--- src/wcc_pkg.sv ---
`timescale 1ns / 1ps
// ----------------------------------------------------------------------------
// wcc_pkg
// Shared types and constants of the weighted concordance tree counter.
// ----------------------------------------------------------------------------
package wcc_pkg;

  localparam int unsigned MAX_NODES = 1024;
  localparam int unsigned ADDR_W    = $clog2(MAX_NODES);
  localparam int unsigned NUM_W     = 11;
  localparam int unsigned RANK_W    = 10;
  localparam int unsigned ACC_W     = 54;
  localparam int unsigned Q_W       = 33;

  typedef struct packed {
    logic                     start_req;
    logic [RANK_W-1:0]        outcome_rank;
    logic signed [31:0]       score;
    logic [15:0]              event_weight;
    logic [15:0]              pair_weight;
  } in_item_t;

  typedef struct packed {
    logic [47:0] item_contribution;
    logic [62:0] running_total;
    logic        rank_error;
  } out_item_t;

  typedef struct packed {
    logic [31:0]        own_ws;
    logic [31:0]        left_ws;
    logic signed [31:0] left_ts;
    logic [31:0]        left_tw;
    logic signed [31:0] own_ts;
    logic [31:0]        own_tw;
  } node_t;

  localparam int unsigned NODE_W = $bits(node_t);

  typedef struct packed {
    logic clr_wr;
    logic load;
    logic ex;
    logic ac;
    logic fin;
  } wcc_cmd_t;

  typedef struct packed {
    logic clr_last;
    logic start;
    logic rank_err;
    logic final_node;
    logic out_free;
  } wcc_sts_t;

endpackage

--- src/wcc_ctrl.sv ---
`timescale 1ns / 1ps
// ----------------------------------------------------------------------------
// wcc_ctrl
// Sequencer: store clearing sweep, per-node read/update/accumulate, result.
// ----------------------------------------------------------------------------
module wcc_ctrl (
  input  logic              clk_i,
  input  logic              rst_ni,
  input  logic              in_valid_i,
  output logic              in_ready_o,
  input  wcc_pkg::wcc_sts_t sts_i,
  output wcc_pkg::wcc_cmd_t cmd_o
);
  import wcc_pkg::*;

  typedef enum logic [2:0] {
    ST_SWEEP, ST_IDLE, ST_CHK, ST_RD, ST_EX, ST_AC, ST_FIN
  } state_e;

  state_e state_q, state_d;
  logic   pend_q, pend_d;

  always_comb begin
    cmd_o        = '0;
    in_ready_o   = (state_q == ST_IDLE);
    state_d      = state_q;
    pend_d       = pend_q;
    case (state_q)
      ST_SWEEP: begin
        cmd_o.clr_wr = 1'b1;
        if (sts_i.clr_last) begin
          state_d = pend_q ? ST_CHK : ST_IDLE;
        end
      end
      ST_IDLE: begin
        if (in_valid_i) begin
          cmd_o.load = 1'b1;
          state_d    = ST_CHK;
        end
      end
      ST_CHK: begin
        if (sts_i.start && !pend_q) begin
          pend_d  = 1'b1;
          state_d = ST_SWEEP;
        end else begin
          pend_d  = 1'b0;
          state_d = sts_i.rank_err ? ST_FIN : ST_RD;
        end
      end
      ST_RD: state_d = ST_EX;
      ST_EX: begin
        cmd_o.ex = 1'b1;
        state_d  = ST_AC;
      end
      ST_AC: begin
        cmd_o.ac = 1'b1;
        state_d  = sts_i.final_node ? ST_FIN : ST_RD;
      end
      ST_FIN: begin
        if (sts_i.out_free) begin
          cmd_o.fin = 1'b1;
          state_d   = ST_IDLE;
        end
      end
      default: state_d = ST_IDLE;
    endcase
  end

  always_ff @(posedge clk_i or negedge rst_ni) begin
    if (!rst_ni) begin
      state_q <= ST_SWEEP;
      pend_q  <= 1'b0;
    end else begin
      state_q <= state_d;
      pend_q  <= pend_d;
    end
  end

endmodule

--- config.mk ---
export PLATFORM = sky130hd
export DESIGN_NAME = wcc_ctrl
export DESIGN_NICKNAME = d
export VERILOG_FILES = /design/src/wcc_pkg.sv /design/src/wcc_ctrl.sv
export SDC_FILE = /design/constraint.sdc
export NUM_CORES = 1
export LEC_CHECK = 0
export ABC_AREA = 1
export BUFFER_PORTS_ARGS = -buffer_cell sky130_fd_sc_hd__buf_2
export CAP_MARGIN = 15
export CORE_MARGIN = 5
export CORE_UTILIZATION = 25
export DETAILED_ROUTE_END_ITERATION = 10
export SETUP_SLACK_MARGIN = 0.4
export SYNTH_ARGS = -nofsm -noshare
export SYNTH_HDL_FRONTEND = slang
export SYNTH_SLANG_ARGS = --single-unit
--- constraint.sdc ---
create_clock -name clk_i -period 1.45 [get_ports clk_i]
set_input_delay 0.29 -clock clk_i [delete_from_list [all_inputs] [get_ports clk_i]]
set_output_delay 0.29 -clock clk_i [all_outputs]
set_load 0.01 [all_outputs]
-- Word level (Yosys, flattened, before mapping)
Cells that the tools add are included.
- equality and inequality tests: 9
- multiplexer cells: 16
- reduce and logical (&&, ||, !) cells: 4
- operator list (operator ; number):
    $pmux W3 S7 ; 1
    $mux W3 ; 6
    $eq A3 B3 Y1 const B ; 3
    $mux W1 ; 8
    $eq A3 B2 Y1 const B ; 2
    $ne A2 B2 Y1 const B ; 3
    $eq A3 B1 Y1 const B ; 1
    $logic_not A3 Y1 ; 1
    $reduce_and A3 Y1 ; 1
    $mux W2 ; 1
    $logic_and A1 B1 Y1 ; 1
    $logic_not A1 Y1 ; 1
- register bits after elaboration: 4
- input port bits: 8
- output and inout bits: 6
- word-level logic and storage cells: 31

-- Longest topological paths before layout
Gate-level depths: netlist of the first run.
- depth in word-level cells: 4
- depth in mapped cells: 7
- mapped depth without buffers: 7

-- Worst setup path after synthesis of the first run
OpenSTA, ideal clock, no wires.
- path type: flip-flop to output port
- start: register state_q[0]
- end: output port cmd_o[2] (netlist name)
- data arrival time: 804 ps
- setup slack: 356 ps
- stages on the path, launching flop included: 5
- buffers on the path: 1
- path through: dfrtp_1 > buf_6 > nor2_1 > nand2_1 > inv_1
- RTL lines (what ; RTL line ; source):
    start: declaration ; wcc_ctrl.sv:20 ; state_e state_q, state_d;
    start signal: assignment ; wcc_ctrl.sv:74 ; state_q <= state_d;
    end: declaration ; wcc_ctrl.sv:12 ; output wcc_pkg::wcc_cmd_t cmd_o

==> results.cfg, run 1 <==
[status]
status = finished, final reports clean

[floorplanning]
row_count = 13
die_h_um = 46.4
coreArea_sq_um = 1280
start_util_pct = 25.8
die_w_um = 46.4
io_pins = 14
die_area_sq_um = 2150

[sta]
setup_viol = 0
fin_skew_ns = 0.00325
drv_slew = 0
tightest_slew_ns = 0.234
rsz0062_at_grt = yes
min_period_ns = 1.38
fmaxAchievable_mhz = 723
hold_viol = 0
relSlewSlack_pct = 84.4
fin_crit_sh_pct = 95.5
fin_tns_setup_ns = 0

[setup_path]
max_stage_delay_ns = 0.46
r2r_cells = 8
worst-path-buf-inv = 2
rrSetupSlack_ns = 0.22
critPathKind = reg2out
end_kind = primary output
timing.rr.start = state_q[0]
r2r-end = state_q[1]
cp_max_fo = 6
arrival_ns = 1.09
crit_family = flip-flops
critical_path.cell_chain = inv_4 -> nand3_4 -> nor2_4 -> buf_6
required_ns = 1.16
startpoint_type = register
cp_slowest_cell = dfrtp_2

[clocking]
cts_buffers = 3
cts.sinks = 4
cts-root-buf = clkbuf_4
clk_latency_ns = 0.23
clk_path_buf_depth = 2
cts_tree = yes
clk_pin_slew_worst_paths_ns = 0.04
h-tree-depth = 1

[finish]
regArea_sq_um = 103
antennaDiodeCount = 0
multi_input_area_sq_um = 246
syn2layout_area_growth_pct = 84.5
drive_gt1_share_pct = 59.7
design_area_sq_um = 612
nets = 87
num-fill-cells = 123

[grt]
grt_overflow_total = 0
grt.total_usage_pct = 10.4
grt_pass1_wl_um = 1450
grt_max_degree = 8
grt_pass1_vias = 340
antenna_found_initial = 0

[min_path]
hp-start = sts_i[2]
hold_path_class = in2reg
worst_hold_path.endpoint = state_q[2]
worstHoldPathCells = 3

[pwr]
p_leak_uw = 0.000327
irDropWorstVdd_uv = 1050
powerDensity_nw_per_um2 = 2180

[route]
wl_per_cell_um = 10.1
ant_nets = 0
wl_um = 926
firstDrtPassIters = 2
vias_per_cell = 4.30
drc_errors = 0
vias = 396
drt_iter0_drc = 5

[place]
port_buffers = 13
place_area_sq_um = 422
dp_hpwl_um = 643
gp_congestion = 0.779

[yosys]
avgSynthCellArea_sq_um = 6.38
yosysSeqAreaShare_pct = 30.2
syn_area_sq_um = 332
ys_types = 16
yosys_warnings = 0
synthCells = 52
syn_nets = 60
synth_seq_cells = 4

[run]
cap_violations = 0
==> flip-flops by register name (all words and copies together), names as in the netlist <==
register,flops
state_q,3
pend_q,1
==> routing by layer <==
metal,share of wire (%),track usage (%)
met5,0,0
met4,0,1.70
met3,7.7,7.03
met2,50,15.7
met1,42,12.3
==> cells by family after synthesis <==
family | synth area share [%]
AND/OR/NAND/NOR | 47.9
AO/OA/AOI/OAI | 6.04
buffers and inverters | 15.8
flip-flops | 30.2
==> through the flow <==
step	std cells	hold slack, ns	setup WS (ns)	power [uW]	util (%)
floorplan	52	-0.00559	0.372	677	-
global placement	79	0.0999	0.227	788	32.8
detailed placement	79	0.101	0.228	790	32.8
CTS	89	0.298	0.0790	1180	43.0
global route	92	0.297	0.00793	1450	47.6
finish	92	0.300	0.0660	1340	47.6
==> cell usage after synthesis <==
| cell type | instances | area share [%] |
|---|---|---|
| inv_2 | 2 | 2.3 |
| o21ai_0 | 2 | 3.0 |
| nor2_4 | 1 | 3.4 |
| clkinv_1 | 1 | 1.1 |
| nand2_1 | 13 | 15 |
| nand3_1 | 5 | 7.5 |
| nand4_1 | 1 | 1.9 |
| dfrtp_1 | 4 | 30 |
| nand2_2 | 1 | 1.9 |
| buf_6 | 1 | 3.4 |
| nor2_1 | 5 | 5.7 |
| inv_1 | 8 | 9.1 |
| a21oi_1 | 2 | 3.0 |
| nand3_2 | 2 | 6.0 |
| nor3_1 | 2 | 3.0 |
| nor2_2 | 2 | 3.8 |
==> cells in the final DEF, fill, tap and decap left out <==
master and instances:
buf_2 9, dfrtp_2 2, nand3_1 4, inv_1 7, nand4_1 1, clkbuf_4 3
inv_2 2, nand2_2 2, nor2_1 2, dlygate4sd3_1 1, o21ai_2 1, buf_4 7
nor3_1 1, nand3_2 2, nor3_2 1, nand3_4 1, o21ai_0 1, a21oi_1 1
nand2_4 1, inv_4 2, buf_6 6, nand2_1 11, dfrtp_1 2, nor2_4 6
a21oi_2 1
==> layout make-up <==
class | count | share of cell area, %
Clock buffer | 3 | 3.68
Inverter | 11 | 7.57
Multi-Input combinational cell | 36 | 40.3
Sequential cell | 4 | 16.8
Tap cell | 15 | 3.07
Timing Repair Buffer | 23 | 28.6
==> power breakdown <==
part | internal [uW] | switching, uW | leakage, uW | total, uW
combinational | 452 | 451 | 0.000267 | 903
clock | 92.4 | 43.2 | 0.0000138 | 136
sequential | 176 | 121 | 0.0000463 | 297
==> worst min-delay path, stage by stage <==
cell     delay, ns
buf_2         0.09
nand2_1       0.05
nand3_1       0.07
==> worst max path at each step <==
stage | start | to | cells past startpoint
after floorplan | state_q[0] | cmd_o[4] | 2
after global placement | state_q[0] | cmd_o[2] | 4
after detailed placement | state_q[0] | cmd_o[2] | 4
after CTS | state_q[1] | cmd_o[1] | 4
after global routing | state_q[1] | cmd_o[3] | 4
final | state_q[1] | cmd_o[3] | 4
==> repair_timing <==
action / CTS / global route
setup buffers: 6 / 3
resized for setup: 14 / 10
pin swaps: 4 / 6
hold buffers: 1 / 0
endpoints found under the setup margin: 9 / 10
hold endpoints to repair: 4 / 0
(Power assumes the default switching activity.)
==> run 2: changes to the inputs <==
--- a/config.mk
+++ b/config.mk
@@ -5,7 +5,6 @@
 export SDC_FILE = /design/constraint.sdc
 export NUM_CORES = 1
 export LEC_CHECK = 0
-export ABC_AREA = 1
 export BUFFER_PORTS_ARGS = -buffer_cell sky130_fd_sc_hd__buf_2
 export CAP_MARGIN = 15
 export CORE_MARGIN = 5
==> run 2 against run 1 <==
  * Via count down 4.5%
  * Clock power down 4%
  * Clock skew about the same
  * Worst setup slack worse by 0.051 ns
  * Non-clock buffer count up 4
  * Cell area up 6.7%
  * Critical endpoint unchanged
==> results.cfg, run 2 <==
[grt]
grt.total_usage_pct = 10.4
grt_pass1_vias = 372
grt_overflow_total = 0
grt_max_degree = 7
grt_pass1_wl_um = 1560
antenna_found_initial = 0

[yosys]
synthCells = 41
synth_top_area_share_pct = 30.3
async_flop_share_pct = 100
syn_area_sq_um = 330
synth_seq_cells = 4
yosys_warnings = 0
synth_top_area_cell = dfrtp_1
synth_ff_type = dfrtp_1
avgSynthCellArea_sq_um = 8.06
synthTopCellsByArea = dfrtp_1 30%, nor3_1 7.6%, nor3b_1 6.8%
ys_top_cells_by_count = 5 x nor2_1, 5 x nor3_1, 4 x dfrtp_1
ys_types = 22
synth_edf_count = 0
yosysSeqAreaShare_pct = 30.3
syn_nets = 49

[route]
wl_per_cell_um = 12.0
vias_per_cell = 4.55
drt-met1-wl_um = 406
ant_nets = 0
drc_errors = 0
wl_met2_um = 526
firstDrtPassIters = 2
met3_length_um = 62
highest_layer = met3
drt_iter0_drc = 1
vias = 378
wl_um = 995

[sta]
fin_crit_sh_pct = 99.0
fin_skew_ns = 0.00344
worst_slack_ns = 0.0151
hold_viol = 0
relSlewSlack_pct = 86.5
min_period_ns = 1.43
fmaxAchievable_mhz = 697
tightest_slew_ns = 0.202
fin_tns_setup_ns = 0
whs_ns = 0.284
drv_slew = 0
setup_viol = 0
rsz0062_at_grt = yes

[clocking]
cts_tree = yes
clk_latency_ns = 0.23
clk_path_buf_depth = 2
cts.sinks = 4
clk_pin_slew_worst_paths_ns = 0.04
h-tree-depth = 1
cts-root-buf = clkbuf_4
cts_buffers = 3

[setup_path]
required_ns = 1.16
end_kind = primary output
cp_max_fo = 5
startpoint_type = register
critPathKind = reg2out
timing.rr.start = state_q[1]
max_stage_delay_ns = 0.43
critical_path.cell_chain = buf_6 -> nor4_4 -> buf_2
arrival_ns = 1.14
cp_slowest_cell = dfrtp_2
crit_start = state_q[2]

[finish]
nets = 78
layout_common_cells = 13 x buf_2, 9 x buf_6, 4 x nor2_1, 4 x buf_4
utilization_pct = 51.5
syn2layout_area_growth_pct = 97.7
num-fill-cells = 119
mostFrequentLayoutCell = buf_2
regMostFlops = state_q
final_cells = 83
top_regs = state_q (3), pend_q (1)
largest_reg_flops = 3
drive_gt1_share_pct = 69.1
antennaDiodeCount = 0

[min_path]
hp-start = sts_i[2]
hold_path_class = in2reg

[place]
pre_cts_ws_ns = 0.176
port_buffers = 13
dp_hpwl_um = 661
dp_cells = 71
gp_congestion = 0.770

[floorplanning]
die_h_um = 46.4
start_util_pct = 26.0
die_area_sq_um = 2150
die_w_um = 46.4
row_count = 13
coreArea_sq_um = 1270
io_pins = 14

[pwr]
irDropWorstVdd_uv = 967
p_leak_uw = 0.000308
powerDensity_nw_per_um2 = 2310

[run]
cap_violations = 0

[status]
status = finished, final reports clean
[run 2: kinds of logic after synthesis]
group	count (synthesis)	synth area share, %
mux	2	7.57
buf+inv	6	10.6
flops	4	30.3
simple gates	18	28.0
compound gates	11	23.5
[run 2: layer usage]
| layer | vias up | global-route usage (%) |
|---|---|---|
| met1 | 166 | 11.2 |
| met5 | - | 0 |
| met3 | 0 | 3.91 |
| met2 | 10 | 17.6 |
| li1 | 202 | - |
| met4 | 0 | 5.11 |
[run 2: worst paths after layout]
kind,endpoint,slack [ns],depth (start not counted)
min in group asynchronous,state_q[1],0.40,2
setup reg to reg,state_q[0],0.18,5
setup / recovery,cmd_o[3],0.02,3
hold / removal,state_q[2],0.28,2
hold reg to reg,pend_q,0.65,1
max in group asynchronous,state_q[0],0.91,2
[run 2: final cells by class]
| type | count | area [sq um] | area share (%) |
|---|---|---|---|
| clock buffers | 3 | 22.5 | 3.45 |
| inverters | 3 | 16.3 | 2.49 |
| multi-input cells | 31 | 285 | 43.7 |
| flip-flops and latches | 4 | 104 | 15.9 |
| well taps | 15 | 18.8 | 2.87 |
| repair buffers | 27 | 206 | 31.6 |
[run 2: report_power, final]
| part | total (uW) | switching, uW | internal, uW | leakage, uW |
|---|---|---|---|---|
| Sequential | 275 | 96.3 | 179 | 0.0000455 |
| Combinational | 1100 | 488 | 612 | 0.000249 |
| Clock | 131 | 39.2 | 92.1 | 0.0000138 |
| Total | 1510 | 623 | 883 | 0.000308 |
[run 2: timing repair]
item                                    CTS  global route
gates resized for setup                  13             7
endpoints found under the hold margin     4             0
hold buffers                              1             0
endpoints found under the setup margin   10            10
buffers inserted                          6             2
pin swaps                                 5             6
[run 2: worst max-delay path: cells and delay by family (launching register included)]
family        cells  cell delay [ns]
flops             1             0.43
simple gates      1             0.18
buf+inv           2             0.30
[run 2: through the flow]
| stage | total power [uW] | instance area, sq um |
|---|---|---|
| 2_1_floorplan | 846 | 394 |
| 3_3_place_gp | 1010 | 485 |
| 3_5_place_dp | 1010 | 485 |
| 4_1_cts | 1380 | 603 |
| 5_1_grt | 1620 | 653 |
| 6_report | 1510 | 653 |
==> run 3: changes to the inputs <==
--- a/config.mk
+++ b/config.mk
@@ -7,9 +7,9 @@
 export LEC_CHECK = 0
 export BUFFER_PORTS_ARGS = -buffer_cell sky130_fd_sc_hd__buf_2
 export CAP_MARGIN = 15
-export CORE_MARGIN = 5
-export CORE_UTILIZATION = 25
+export CORE_AREA = 5 5 42 44
 export DETAILED_ROUTE_END_ITERATION = 10
+export DIE_AREA = 0 0 47 49
 export SETUP_SLACK_MARGIN = 0.4
 export SYNTH_ARGS = -nofsm -noshare
 export SYNTH_HDL_FRONTEND = slang
==> run 3 against run 2 <==
  * Register-to-register slack got worse by 0.08 ns
  * Worst setup slack improved by 0.037 ns
  * Non-clock buffer count fell by 3
  * Wire length fell by 6.5%
  * Clock-buffer cell count did not move
  * Sequential power fell by 7%
  * First-iteration DRC count rose to 9.0 times the previous value
  * Sequential cell count did not move
  * Via count rose by 0.79%
  * Largest cell class unchanged
  * Critical path depth did not move
  * Total power fell by 8.8%
  * Final cell count fell by 2.4%
==> results.cfg, run 3 (synthesized netlist as in run 2, its figures left out) <==
[status]
status = finished, final reports clean

[place]
gp_congestion = 0.719
place_area_sq_um = 487
dp_cells = 72
port_buffers = 13
dp_hpwl_um = 719

[finish]
top_regs = state_q (3), pend_q (1)
antennaDiodeCount = 0
drive_gt1_share_pct = 66.2
mostFrequentLayoutCell = buf_2
regMostFlops = state_q
largest_reg_flops = 3
final_cells = 81
layout_common_cells = 13 x buf_2, 6 x buf_4, 4 x nor3_2
syn2layout_area_growth_pct = 83.3
design_area_sq_um = 606
num-fill-cells = 160
nets = 75

[floorplanning]
row_count = 14
coreArea_sq_um = 1400
die_area_sq_um = 2300
die_w_um = 47
io_pins = 14
die_h_um = 49
start_util_pct = 23.6

[sta]
fin_skew_ns = 0.00332
drv_slew = 0
setup_viol = 0
hold_viol = 0
fin_crit_sh_pct = 96.4
relSlewSlack_pct = 83.5
min_period_ns = 1.40
tightest_slew_ns = 0.246
fmaxAchievable_mhz = 715
rsz0062_at_grt = yes

[setup_path]
rrSetupSlack_ns = 0.10
cp_max_fo = 4
required_ns = 1.16
crit_family = flip-flops
worst-path-buf-inv = 2
end_kind = primary output
critPathKind = reg2out
arrival_ns = 1.11
critical_path.cell_chain = buf_4 -> nor3_2 -> buf_2
startpoint_type = register
max_stage_delay_ns = 0.45
cp_slowest_cell = dfrtp_2

[clocking]
cts-root-buf = clkbuf_4
cts_tree = yes
clk_path_buf_depth = 2
cts.sinks = 4
clk_latency_ns = 0.23
h-tree-depth = 1
cts_buffers = 3
clk_pin_slew_worst_paths_ns = 0.04

[min_path]
hold_path_class = in2reg

[route]
wl_per_cell_um = 11.5
drt_iter0_drc = 9
ant_nets = 0
vias_per_cell = 4.70
firstDrtPassIters = 3
drc_errors = 0
vias = 381
wl_um = 930

[grt]
grt.total_usage_pct = 9.59
grt_pass1_vias = 388
antenna_found_initial = 0
grt_overflow_total = 0
grt_max_degree = 8
grt_pass1_wl_um = 1640

[pwr]
powerDensity_nw_per_um2 = 2270
p_leak_uw = 0.000290
irDropWorstVdd_uv = 990

[run]
cap_violations = 0
## run 3: layer usage
layer  track usage, %  routed length, um  vias up
li1                 -                  -      193
met1             11.9                393      178
met2             14.7                452       10
met3             5.17                 85        0
met4             1.38                  0        0
met5                0                  0        -
## run 3: worst register-to-register path: stages, from the launching register on
cell and delay [ns]:
dfrtp_2 0.45, buf_4 0.16, buf_4 0.15, nor2_2 0.08, nand2_2 0.08, mux2_4 0.30
## run 3: metrics by stage
stage / power (uW) / worst slack, ns / TNS (ns) / util, % / hold slack (ns)
global route: 1500 / -0.0265 / -0.0392 / 43.2 / 0.316
CTS: 1380 / 0.0404 / 0 / 42.3 / 0.294
finish: 1370 / 0.0523 / 0 / 43.2 / 0.304
floorplan: 846 / 0.341 / 0 / - / -0.00559
detailed placement: 1030 / 0.173 / 0 / 34.7 / 0.0991
global placement: 1010 / 0.187 / 0 / 34.7 / 0.0976
## run 3: worst paths after layout
check / from / endpoint / cells after the start
max reg2reg: state_q[0] / pend_q / 5
max in group asynchronous: rst_ni / state_q[1] / 2
min reg2reg: pend_q / pend_q / 1
min: sts_i[2] / state_q[2] / 2
max: state_q[0] / cmd_o[4] / 3
min in group asynchronous: rst_ni / state_q[0] / 2
## run 3: report_power, final
part	internal, uW	switching [uW]
Clock	92.3	40.8
Combinational	528	456
Sequential	176	80.6
Total	796	578
## run 3: layout make-up
type / instances / area [sq um] / area share [%]
Multi-Input combinational cell: 31 / 270 / 44.6
Timing Repair Buffer: 24 / 174 / 28.7
Sequential cell: 4 / 103 / 16.9
Clock buffer: 3 / 22.5 / 3.72
Tap cell: 16 / 20.0 / 3.31
Inverter: 3 / 16.3 / 2.69
## run 3: what timing repair did
action,CTS,global route
setup endpoints to repair,10,10
resized for setup,8,3
endpoints found under the hold margin,4,0
pin swaps,2,7
hold buffers,1,0
setup buffers,5,0
